## config.mk

```make
export PLATFORM = sky130hd
export DESIGN_NAME = column_post_clip_writer_unit
export DESIGN_NICKNAME = d
export VERILOG_FILES = /design/src/hw/rtl/cpcw_pkg.sv /design/src/hw/rtl/cpcw_front.sv /design/src/hw/rtl/cpcw_queue.sv /design/src/hw/rtl/cpcw_back.sv /design/src/hw/rtl/column_post_clip_writer_unit.sv
export VERILOG_INCLUDE_DIRS = /design/src /design/src/hw/rtl
export SDC_FILE = /design/constraint.sdc
export NUM_CORES = 1
export LEC_CHECK = 0
export BUFFER_PORTS_ARGS = -buffer_cell sky130_fd_sc_hd__buf_2
export CAP_MARGIN = 25
export CORE_ASPECT_RATIO = 1.25
export CORE_MARGIN = 2
export CORE_UTILIZATION = 50
export CTS_CLUSTER_SIZE = 30
export DETAILED_ROUTE_END_ITERATION = 10
export PLACE_DENSITY = 0.76
export SLEW_MARGIN = 25
export SYNTH_ARGS = -nofsm -noshare
export SYNTH_HDL_FRONTEND = slang
export SYNTH_HIERARCHICAL = 1
export SYNTH_SLANG_ARGS = --single-unit
```

## constraint.sdc

```tcl
create_clock -name clk -period 4.42 [get_ports clk]
set_input_delay 0.884 -clock clk [delete_from_list [all_inputs] [get_ports clk]]
set_output_delay 0.884 -clock clk [all_outputs]
set_load 0.02 [all_outputs]
```

## src/hw/rtl/column_post_clip_writer_unit_macros.svh

```systemverilog
// ----------------------------------------------------------------------------
// column post clip writer assertion macros
// Concurrent assertion helpers used by the column post clip writer top module.
// ----------------------------------------------------------------------------
`ifndef COLUMN_POST_CLIP_WRITER_UNIT_MACROS_SVH
`define COLUMN_POST_CLIP_WRITER_UNIT_MACROS_SVH

`ifndef ASSERT_OFF

// property that must hold on every edge outside reset
`define CPCW_ASSERT(lbl, clk, rst_n, prop) \
	lbl: assert property (@(posedge clk) disable iff (!rst_n) prop) \
		else $error("cpcw assertion failed");

// antecedent implies consequent on the following edge
`define CPCW_ASSERT_NEXT(lbl, clk, rst_n, ante, cons) \
	lbl: assert property (@(posedge clk) disable iff (!rst_n) (ante) |=> (cons)) \
		else $error("cpcw assertion failed");

`else

`define CPCW_ASSERT(lbl, clk, rst_n, prop)
`define CPCW_ASSERT_NEXT(lbl, clk, rst_n, ante, cons)

`endif

`endif

```

## src/hw/rtl/cpcw_pkg.sv

```systemverilog
// ----------------------------------------------------------------------------
// cpcw_pkg
// Shared types and constants of the column post clip writer.
// ----------------------------------------------------------------------------
`timescale 1ns / 1ps

package cpcw_pkg;

	// byte that ends a column when it stands in the top offset slot
	localparam logic [7:0] END_MARK = 8'hFF;

	// default depth of the queue between parser and writer
	localparam int QDEPTH = 2;

	// configuration register indexes
	typedef enum logic {
		CFG_ORIGIN_Y     = 1'b0,
		CFG_CACHE_HEIGHT = 1'b1
	} cfg_idx_t;

	// one queued result: a pixel write or a column end marker
	typedef struct packed {
		logic        col_end;
		logic [14:0] start_pos;
		logic [7:0]  data_idx;
		logic [7:0]  data;
	} entry_t;

	// queue status seen by the input handshake and the writer
	typedef struct packed {
		logic full;
		logic empty;
	} q_stat_t;

endpackage

```

## src/hw/rtl/cpcw_front.sv

```systemverilog
// ----------------------------------------------------------------------------
// cpcw_front
// Post parser: walks the post byte layout, works out the clip window of each
// post and emits write and column end entries.
// ----------------------------------------------------------------------------
`timescale 1ns / 1ps

module cpcw_front (
	input  logic                 clk,
	input  logic                 arst_n,
	input  logic                 accept,
	input  logic [7:0]           column_byte,
	input  logic signed [15:0]   origin_y,
	input  logic [14:0]          cache_height,
	output logic                 push,
	output cpcw_pkg::entry_t     push_entry
);
	import cpcw_pkg::*;

	typedef enum logic [4:0] {
		PH_TOP  = 5'b00001,
		PH_LEN  = 5'b00010,
		PH_PAD1 = 5'b00100,
		PH_DATA = 5'b01000,
		PH_PAD2 = 5'b10000
	} phase_t;

	phase_t             phase_q;
	logic [7:0]         top_q;
	logic [7:0]         left_q;
	logic [7:0]         idx_q;
	logic               calc_pend_q;

	// post start and length captured with the length byte
	logic signed [16:0] pos_s1;
	logic [7:0]         len_s1;
	logic [14:0]        height_s1;

	// clip window of the current post
	logic [14:0]        start_s2;
	logic signed [16:0] cnt1_s2;
	logic signed [16:0] room_s2;

	logic signed [16:0] pos_next;
	logic               pos_neg;
	logic signed [16:0] len_ext;
	logic signed [16:0] height_ext;
	logic signed [16:0] idx_ext;
	logic               hit;

	assign pos_next   = {origin_y[15], origin_y} + {9'd0, top_q};
	assign pos_neg    = pos_s1[16];
	assign len_ext    = {9'd0, len_s1};
	assign height_ext = {2'd0, height_s1};
	assign idx_ext    = {9'd0, idx_q};

	// data byte lands inside the window when below both the count and the room
	assign hit = (idx_ext < cnt1_s2) && (idx_ext < room_s2);

	// phase sequencing and post counters
	always_ff @(posedge clk or negedge arst_n) begin
		if (!arst_n) begin
			phase_q     <= PH_TOP;
			left_q      <= 8'd0;
			idx_q       <= 8'd0;
			calc_pend_q <= 1'b0;
		end else begin
			calc_pend_q <= 1'b0;
			if (accept) begin
				unique case (phase_q)
					PH_TOP: begin
						if (column_byte != END_MARK) begin
							phase_q <= PH_LEN;
						end
					end
					PH_LEN: begin
						left_q      <= column_byte;
						idx_q       <= 8'd0;
						calc_pend_q <= 1'b1;
						phase_q     <= PH_PAD1;
					end
					PH_PAD1: begin
						phase_q <= (left_q == 8'd0) ? PH_PAD2 : PH_DATA;
					end
					PH_DATA: begin
						idx_q  <= idx_q + 8'd1;
						left_q <= left_q - 8'd1;
						if (left_q == 8'd1) begin
							phase_q <= PH_PAD2;
						end
					end
					PH_PAD2: begin
						phase_q <= PH_TOP;
					end
					default: begin
						phase_q <= PH_TOP;
					end
				endcase
			end
		end
	end

	// top offset and post geometry capture
	always_ff @(posedge clk) begin
		if (accept && (phase_q == PH_TOP)) begin
			top_q <= column_byte;
		end
		if (accept && (phase_q == PH_LEN)) begin
			pos_s1    <= pos_next;
			len_s1    <= column_byte;
			height_s1 <= cache_height;
		end
	end

	// clip window, settled before the first data byte can arrive
	always_ff @(posedge clk) begin
		if (calc_pend_q) begin
			start_s2 <= pos_neg ? 15'd0 : pos_s1[14:0];
			cnt1_s2  <= pos_neg ? (pos_s1 + len_ext) : len_ext;
			room_s2  <= pos_neg ? height_ext : (height_ext - pos_s1);
		end
	end

	// entries toward the writer
	always_comb begin
		push       = 1'b0;
		push_entry = '0;
		if (accept && (phase_q == PH_TOP) && (column_byte == END_MARK)) begin
			push               = 1'b1;
			push_entry.col_end = 1'b1;
		end else if (accept && (phase_q == PH_DATA) && hit) begin
			push                 = 1'b1;
			push_entry.start_pos = start_s2;
			push_entry.data_idx  = idx_q;
			push_entry.data      = column_byte;
		end
	end

endmodule

```

## src/hw/rtl/cpcw_queue.sv

```systemverilog
// ----------------------------------------------------------------------------
// cpcw_queue
// Small first-in first-out queue of result entries between parser and writer.
// ----------------------------------------------------------------------------
`timescale 1ns / 1ps

module cpcw_queue #(
	parameter int DEPTH = cpcw_pkg::QDEPTH
) (
	input  logic                 clk,
	input  logic                 arst_n,
	input  logic                 push,
	input  cpcw_pkg::entry_t     push_entry,
	input  logic                 pop,
	output cpcw_pkg::entry_t     head,
	output cpcw_pkg::q_stat_t    stat
);
	import cpcw_pkg::*;

	localparam int PW = (DEPTH > 1) ? $clog2(DEPTH) : 1;
	localparam int CW = $clog2(DEPTH + 1);

	entry_t          slots_q [DEPTH];
	logic [PW-1:0]   wr_ptr_q;
	logic [PW-1:0]   rd_ptr_q;
	logic [CW-1:0]   cnt_q;

	assign stat.full  = (cnt_q == CW'(DEPTH));
	assign stat.empty = (cnt_q == '0);
	assign head       = slots_q[rd_ptr_q];

	// entry storage
	always_ff @(posedge clk) begin
		if (push) begin
			slots_q[wr_ptr_q] <= push_entry;
		end
	end

	// pointers and fill count
	always_ff @(posedge clk or negedge arst_n) begin
		if (!arst_n) begin
			wr_ptr_q <= '0;
			rd_ptr_q <= '0;
			cnt_q    <= '0;
		end else begin
			if (push) begin
				wr_ptr_q <= (wr_ptr_q == PW'(DEPTH - 1)) ? '0 : wr_ptr_q + 1'b1;
			end
			if (pop) begin
				rd_ptr_q <= (rd_ptr_q == PW'(DEPTH - 1)) ? '0 : rd_ptr_q + 1'b1;
			end
			unique case ({push, pop})
				2'b10:   cnt_q <= cnt_q + 1'b1;
				2'b01:   cnt_q <= cnt_q - 1'b1;
				default: cnt_q <= cnt_q;
			endcase
		end
	end

endmodule

```

## src/hw/rtl/cpcw_back.sv

```systemverilog
// ----------------------------------------------------------------------------
// cpcw_back
// Writer: takes entries from the queue, forms the target row and holds the
// result in the output register until the receiver takes it.
// ----------------------------------------------------------------------------
`timescale 1ns / 1ps

module cpcw_back (
	input  logic                 clk,
	input  logic                 arst_n,
	input  cpcw_pkg::entry_t     head,
	input  cpcw_pkg::q_stat_t    stat,
	output logic                 pop,
	output logic                 m_tvalid,
	input  logic                 m_tready,
	output logic [23:0]          m_tdata,   // [14:0] write_pos, [22:15] write_byte, [23] zero
	output logic                 m_tuser    // [0] column_end
);
	import cpcw_pkg::*;

	logic        valid_q;
	logic [14:0] pos_q;
	logic [7:0]  byte_q;
	logic        end_q;

	// refill the output register when it is empty or being taken
	assign pop = !stat.empty && (!valid_q || m_tready);

	always_ff @(posedge clk or negedge arst_n) begin
		if (!arst_n) begin
			valid_q <= 1'b0;
		end else if (pop) begin
			valid_q <= 1'b1;
		end else if (m_tready) begin
			valid_q <= 1'b0;
		end
	end

	// row position is post start plus data index
	always_ff @(posedge clk) begin
		if (pop) begin
			pos_q  <= head.start_pos + {7'd0, head.data_idx};
			byte_q <= head.data;
			end_q  <= head.col_end;
		end
	end

	assign m_tvalid = valid_q;
	assign m_tdata  = {1'b0, byte_q, pos_q};
	assign m_tuser  = end_q;

endmodule

```

## src/hw/rtl/column_post_clip_writer_unit.sv

```systemverilog
// ----------------------------------------------------------------------------
// column_post_clip_writer_unit
// Sparse picture column decoder with vertical clipping of the pixel writes.
// ----------------------------------------------------------------------------
// Usage:
//   s_* stream carries one raw column byte per transaction (tdata[7:0]).
//   m_* stream carries results: a pixel write (row position, byte) or a
//   column end marker flagged in tuser with position and byte zero.
//   cfg_* writes origin_y (index 0, 16 bits signed) and cache_height
//   (index 1, low 15 bits); cfg_ready is always high. Write configuration
//   between posts or while the block is idle.
//   Throughput: one byte per cycle while s_tready is high; the parser takes
//   every accepted byte and the writer drains one result per cycle while
//   m_tready is high. Results pass the queue, then the output register;
//   bytes that make no result leave nothing on m_*.
//   Stall: results collect in a small queue and the output register; once
//   the queue is full s_tready drops until the receiver takes a result.
//   Reset: parser waits for a top offset, queue and output are empty,
//   origin_y is 0 and cache_height is 128.
// ----------------------------------------------------------------------------
`timescale 1ns / 1ps

`include "column_post_clip_writer_unit_macros.svh"

module column_post_clip_writer_unit #(
	parameter int QUEUE_DEPTH = cpcw_pkg::QDEPTH
) (
	input  logic        clk,
	input  logic        arst_n,
	input  logic        s_tvalid,
	output logic        s_tready,
	input  logic [7:0]  s_tdata,    // [7:0] column_byte
	output logic        m_tvalid,
	input  logic        m_tready,
	output logic [23:0] m_tdata,    // [14:0] write_pos, [22:15] write_byte, [23] zero
	output logic        m_tuser,    // [0] column_end
	input  logic        cfg_valid,
	output logic        cfg_ready,
	input  logic        cfg_index,
	input  logic [15:0] cfg_data
);
	import cpcw_pkg::*;

	logic signed [15:0] origin_y_q;
	logic [14:0]        cache_height_q;
	logic               accept;
	logic               push;
	entry_t             push_entry;
	entry_t             head;
	q_stat_t            q_stat;
	logic               pop;

	// configuration registers
	assign cfg_ready = 1'b1;

	always_ff @(posedge clk or negedge arst_n) begin
		if (!arst_n) begin
			origin_y_q     <= 16'sd0;
			cache_height_q <= 15'd128;
		end else if (cfg_valid && cfg_ready) begin
			unique case (cfg_idx_t'(cfg_index))
				CFG_ORIGIN_Y:     origin_y_q     <= cfg_data;
				CFG_CACHE_HEIGHT: cache_height_q <= cfg_data[14:0];
				default:          origin_y_q     <= origin_y_q;
			endcase
		end
	end

	// input transaction
	assign s_tready = !q_stat.full;
	assign accept   = s_tvalid && s_tready;

	cpcw_front u_front (
		.clk          (clk),
		.arst_n       (arst_n),
		.accept       (accept),
		.column_byte  (s_tdata),
		.origin_y     (origin_y_q),
		.cache_height (cache_height_q),
		.push         (push),
		.push_entry   (push_entry)
	);

	cpcw_queue #(
		.DEPTH (QUEUE_DEPTH)
	) u_queue (
		.clk        (clk),
		.arst_n     (arst_n),
		.push       (push),
		.push_entry (push_entry),
		.pop        (pop),
		.head       (head),
		.stat       (q_stat)
	);

	cpcw_back u_back (
		.clk      (clk),
		.arst_n   (arst_n),
		.head     (head),
		.stat     (q_stat),
		.pop      (pop),
		.m_tvalid (m_tvalid),
		.m_tready (m_tready),
		.m_tdata  (m_tdata),
		.m_tuser  (m_tuser)
	);

	// a column end result carries no write
	`CPCW_ASSERT(a_end_no_write, clk, arst_n, (m_tvalid && m_tuser) |-> (m_tdata == 24'd0))

	// output only turns valid when an entry was drained from the queue
	`CPCW_ASSERT(a_valid_from_pop, clk, arst_n, $rose(m_tvalid) |-> $past(pop))

	// a full queue with nothing drained cannot take another entry
	`CPCW_ASSERT_NEXT(a_full_holds, clk, arst_n, (q_stat.full && !pop), (!push || pop))

endmodule

```

Word-level counts from Yosys, hierarchy flattened
Memory sizes are Yosys's and may differ from the RTL's. Cells that the tools add are included.

Register bits: 179. Latch bits: 0. Bits in writable memories: 64. Bits in read-only memories: 0. Input port bits: 30. Output and inout port bits: 28. Word-level logic and storage cells: 91. Memories kept: 1.

$add $sub $neg: 10. $mul: 0. Div/mod/pow operators: 0. Order comparisons: 2. Eq/ne operators: 12. Shift-type cells: 0. Mux-type cells: 22. Bitwise logic cells: 1. Reduce and logical (&&, ||, !) cells: 21.

Memories: u_queue.slots_q (depth 2, width 32, rd ports 1, clocked after Yosys merged registers in 0, write ports 1, line cpcw_queue.sv:23) `entry_t slots_q [DEPTH];`.

Operators with widths (count): 2-to-1 mux 31 bit (2); less-than comparator 9 x 17 -> 1 bit (2); one-hot mux 8 bit (2 select lines) (2); one-hot mux 5 bit (4 select lines) (1); adder 16 x 9 -> 17 bit (1); adder 17 x 9 -> 17 bit (1); subtractor 16 x 17 -> 17 bit (1); adder 15 x 8 -> 15 bit (1); 2-to-1 mux 15 bit (1); 2-to-1 mux 5 bit (3); 2-to-1 mux 1 bit (11); adder 8 x 1 -> 8 bit, second input constant (1); == test 8 x 1 -> 1 bit, second input constant (1); == test 8 bit, second input constant (1); logical AND 1 bit (8); logical NOT 8 bit (1); 2-to-1 mux 8 bit (1); inequality test 8 bit, second input constant (1); subtractor 8 x 1 -> 8 bit, second input constant (1); AND reduction 2 bit (3); nonzero test 2 bit (3); == test 5 x 1 -> 1 bit, second input constant (1); == test 5 x 2 -> 1 bit, second input constant (1); == test 5 x 3 -> 1 bit, second input constant (1); other kinds (13) (18).

Logic depth before layout (Yosys ltp)
Depth after elaboration: 9. Gate-level depth with buffers: 13. Depth with buffers taken out: 13.

Hierarchy
Netlist, hierarchy kept.

Modules (own cells, without submodules): cpcw_front (times used 1, cells an instance 644, area each 6966.7 µm², sequential area each 3464.6 µm²); cpcw_queue (times used 1, cells an instance 116, area each 2646.3 µm², sequential area each 2021.9 µm²); cpcw_back (times used 1, cells an instance 104, area each 1306.3 µm², sequential area each 745.7 µm²); column_post_clip_writer_unit (times used 1, cells an instance 71, area each 1285.0 µm², sequential area each 777.0 µm²).

Least setup slack after synthesis
OpenSTA, ideal clock, no wires.

Path type: input -> register. Start: in s_tvalid. End: mem u_queue/slots_q[0][0] (netlist bit) (enable). Library setup time: 0.422 ns. Data arrival time: 3.499 ns. Required time: 3.998 ns. Slack: 0.499 ns. Cell stages on the path: 7. Path buffers: 0. Path through: nor2b_1 nor4b_2 nor2b_1 and2_1 or2_2 inv_1 nor2_1.

Longest elaborated chain between the ends: 7. Elaborated cells on any way between the ends: 9. Those cells by class: mux (4); reduce/logical (5).

Ends and longest elaborated chain: from (decl) (line column_post_clip_writer_unit.sv:30) `input logic s_tvalid,`; logical AND 1 bit * (line column_post_clip_writer_unit.sv:71) `assign accept = s_tvalid && s_tready;`; logical AND 1 bit (2 in series) (line cpcw_front.sv:131) `end else if (accept && (phase_q == PH_DATA) && hit) begin`; 2-to-1 mux 1 bit (line cpcw_front.sv:131); 2-to-1 mux 1 bit * (line cpcw_front.sv:128) `if (accept && (phase_q == PH_TOP) && (column_byte == END_MARK)) begin`; net push (line column_post_clip_writer_unit.sv:47) `logic push;`; 2-to-1 mux 1 bit * (line cpcw_queue.sv:34) `if (push) begin`; 2-to-1 mux 1 bit (not written as such) * (line cpcw_queue.sv:35) `slots_q[wr_ptr_q] <= push_entry;`; to (decl) (line cpcw_queue.sv:23).

Mark *: on every way through the listed nets, which the timed path passes. The rest lies on a longest branch.

==> results.json <==
{
  "start_kind": "flop",
  "io_pins": 58,
  "drive_gt1_frac": 0.194,
  "dieWidth_um": 144,
  "core_area_um2": 23900,
  "worstPathArrival_ps": 3410,
  "crit_slowest_cell": "dfrtp_2",
  "postCtsSetupBuffers": 0,
  "multiInputGateArea_um2": 4780,
  "stdcell_area_um2": 13500,
  "gr-total-overflow": 0,
  "wire_per_inst_um": 16.2,
  "ys_ff_latch": 243,
  "max_cap_viol_count": 0,
  "dr.pass1.iters": 5,
  "crit_chain": "buf_4 > mux2_2 > ha_1 > a21o_1 > a221oi_2 > a211oi_1 > xor2_1",
  "critical_path.max_stage_delay_ps": 720,
  "synth_top_cells_by_area": "edfxtp_1 46%, dfrtp_1 11%, mux2_4 6.3%",
  "area_delta_synth_final_pct": 10.6,
  "grt_pass1_vias": 7232,
  "route.detailed.drc": 0,
  "finalHoldViolations": 0,
  "cts-hold-fix-buffers": 0,
  "syn-mean-instance-area_um2": 13.1,
  "grt_first_pass_wirelength_um": 35600,
  "grt_max_degree": 62,
  "fin_util": 0.565,
  "path_class": "flop to flop",
  "relSlewSlack": 0.559,
  "die_h_um": 179,
  "min_path_type": "input port to asynchronous set/reset pin",
  "finalSetupTns_ps": 0,
  "vias": 7306,
  "drv_slew": 0,
  "synth_nets": 1026,
  "required_ps": 4660,
  "yosysTopAreaCellShare": 0.455,
  "ys_warn_count": 6,
  "tightest_slew_ps": 662,
  "cts.sinks": 243,
  "start_util": 0.511,
  "peakVddDrop_mv": 0.319,
  "fp-row-count": 63,
  "hpwl_um": 15300,
  "synth_cell_types": 76,
  "portBuffers": 55,
  "track_usage": 0.175,
  "status": "finished, final reports clean",
  "synth_largest_area_cell": "edfxtp_1",
  "setup_viol_count_final": 0,
  "postPlaceCellArea_um2": 12800,
  "final_nets": 1095,
  "place_congestion": 0.897,
  "syn_inst": 935,
  "cts_resized": 0,
  "seq_area_frac_synth": 0.574,
  "crit_buf_inv": 1,
  "first_iter_violations": 490,
  "end_kind": "flop",
  "final.fill_count": 1968,
  "antenna_found_initial": 0,
  "synth_edf_count": 185,
  "clkTransAtPathRegs_ps": 60,
  "crit_family": "compound AO/OA/AOI/OAI gates",
  "cts-root-buf": "clkbuf_16",
  "ff_latch_area_um2": 7010,
  "fin_crit_sh": 0.716,
  "syn_area_um2": 12200,
  "rsz0062_at_grt": "false",
  "dieArea_um2": 25700,
  "htreeDepth": 1,
  "cts_tree": "done",
  "timing.fmax_mhz": 316,
  "cellLeakagePower_nw": 5.62,
  "drtAntennaViolNets": 0,
  "critPathMaxFanout": 18,
  "cts_buffers": 25,
  "wl_um": 21700,
  "ys.flop_type": "edfxtp_1",
  "power_density_nw_per_um2": 522,
  "finClkSkew_ps": 9.98,
  "min_period_ps": 3170,
  "antennaDiodeCount": 0,
  "clk_latency_ps": 510,
  "p_total_mw": 7.05,
  "via_per_inst": 5.43,
  "cts_max_path_buffers": 3,
  "async_flop_share": 0.239
}
## layout make-up
cell class	count	share of cell area
clock buffer	35	0.0499
tap	325	0.0301
inverter	54	0.0150
multi-input combinational	613	0.354
clock inverter	9	0.00491
sequential	243	0.519
timing repair buffer	67	0.0271
## sequential cells by signal (all words and copies together) (netlist names), 8 cells and up
name	cells
cache_height_q	15
origin_y_q	16
u_back/byte_q	8
u_back/pos_q	15
u_front/cnt1_s2	17
u_front/height_s1	15
u_front/idx_q	8
u_front/left_q	8
u_front/len_s1	8
u_front/pos_s1	17
u_front/room_s2	17
u_front/start_s2	15
u_front/top_q	8
u_queue/slots_q	64
## worst paths after layout
| path | startpoint | endpoint | slack (ps) | depth (start not counted) |
|---|---|---|---|---|
| setup / recovery | u_queue/rd_ptr_q | u_back/pos_q[12] | 1250 | 7 |
| hold / removal | arst_n | u_front/phase_q[1] | 400 | 1 |
| setup reg to reg | u_queue/rd_ptr_q | u_back/pos_q[12] | 1250 | 7 |
| hold reg to reg | cache_height_q[1] | u_front/height_s1[1] | 450 | 0 |
| max in group asynchronous | arst_n | u_front/calc_pend_q | 3130 | 2 |
| min in group clk | cache_height_q[1] | u_front/height_s1[1] | 450 | 0 |
## cells in the final DEF (no fill, tap or decap), types with 8 or more instances in the layout
| master | n |
|---|---|
| nor2_1 | 42 |
| nand2b_1 | 13 |
| clkinv_1 | 8 |
| nand3_1 | 16 |
| inv_1 | 52 |
| buf_4 | 12 |
| mux2_4 | 51 |
| edfxtp_1 | 185 |
| nand2_1 | 76 |
| o21ai_0 | 47 |
| and3_1 | 9 |
| xor2_1 | 21 |
| clkbuf_16 | 25 |
| xnor2_1 | 22 |
| clkbuf_1 | 9 |
| nor2b_1 | 12 |
| ha_1 | 57 |
| a31oi_1 | 8 |
| o21a_1 | 10 |
| dfrtp_1 | 54 |
| and2_1 | 36 |
| a21oi_1 | 37 |
| a21o_1 | 16 |
| mux2_2 | 23 |
| mux2i_1 | 8 |
| buf_2 | 55 |
## stage by stage
step	instances	hold slack, ps	setup WS, ps
finish	1346	402	1250
global route	1346	443	1070
CTS	1346	412	1240
detailed placement	1302	438	1010
global placement	1302	440	1060
floorplan	935	419	499
## cell usage after synthesis, types with 9 or more instances
cell type / number
nand2b_1: 13
mux2_2: 23
nor2_1: 43
clkbuf_1: 9
ha_1: 57
nand3_1: 16
nand2_1: 76
and2_1: 36
edfxtp_1: 185
mux2_4: 51
nor2b_1: 12
and3_1: 9
a21o_1: 16
xor2_1: 21
o21ai_0: 47
a21oi_1: 38
inv_1: 52
o21a_1: 10
xnor2_1: 22
dfrtp_1: 56
## cell families after synthesis
group           synth area share
compound gates            0.0987
xor+xnor                  0.0309
fa+ha+maj                 0.0650
buf+inv                   0.0348
flops                      0.574
mux                       0.0905
other cells             0.000615
simple gates               0.105
## power breakdown
part           switching, mW  internal [mW]
logic                   1.08          0.783
clock network          0.802           1.11
registers              0.281           2.98
total                   2.17           4.88
## per-layer routing
| metal | up-vias | GRT usage | wire length (µm) |
|---|---|---|---|
| li1 | 3581 | - | - |
| met1 | 3488 | 0.223 | 9210 |
| met2 | 198 | 0.307 | 10900 |
| met3 | 39 | 0.0230 | 998 |
| met4 | 0 | 0.0576 | 600 |
| met5 | - | 0 | 0 |
Note: power is estimated with default switching activity, not from simulation.
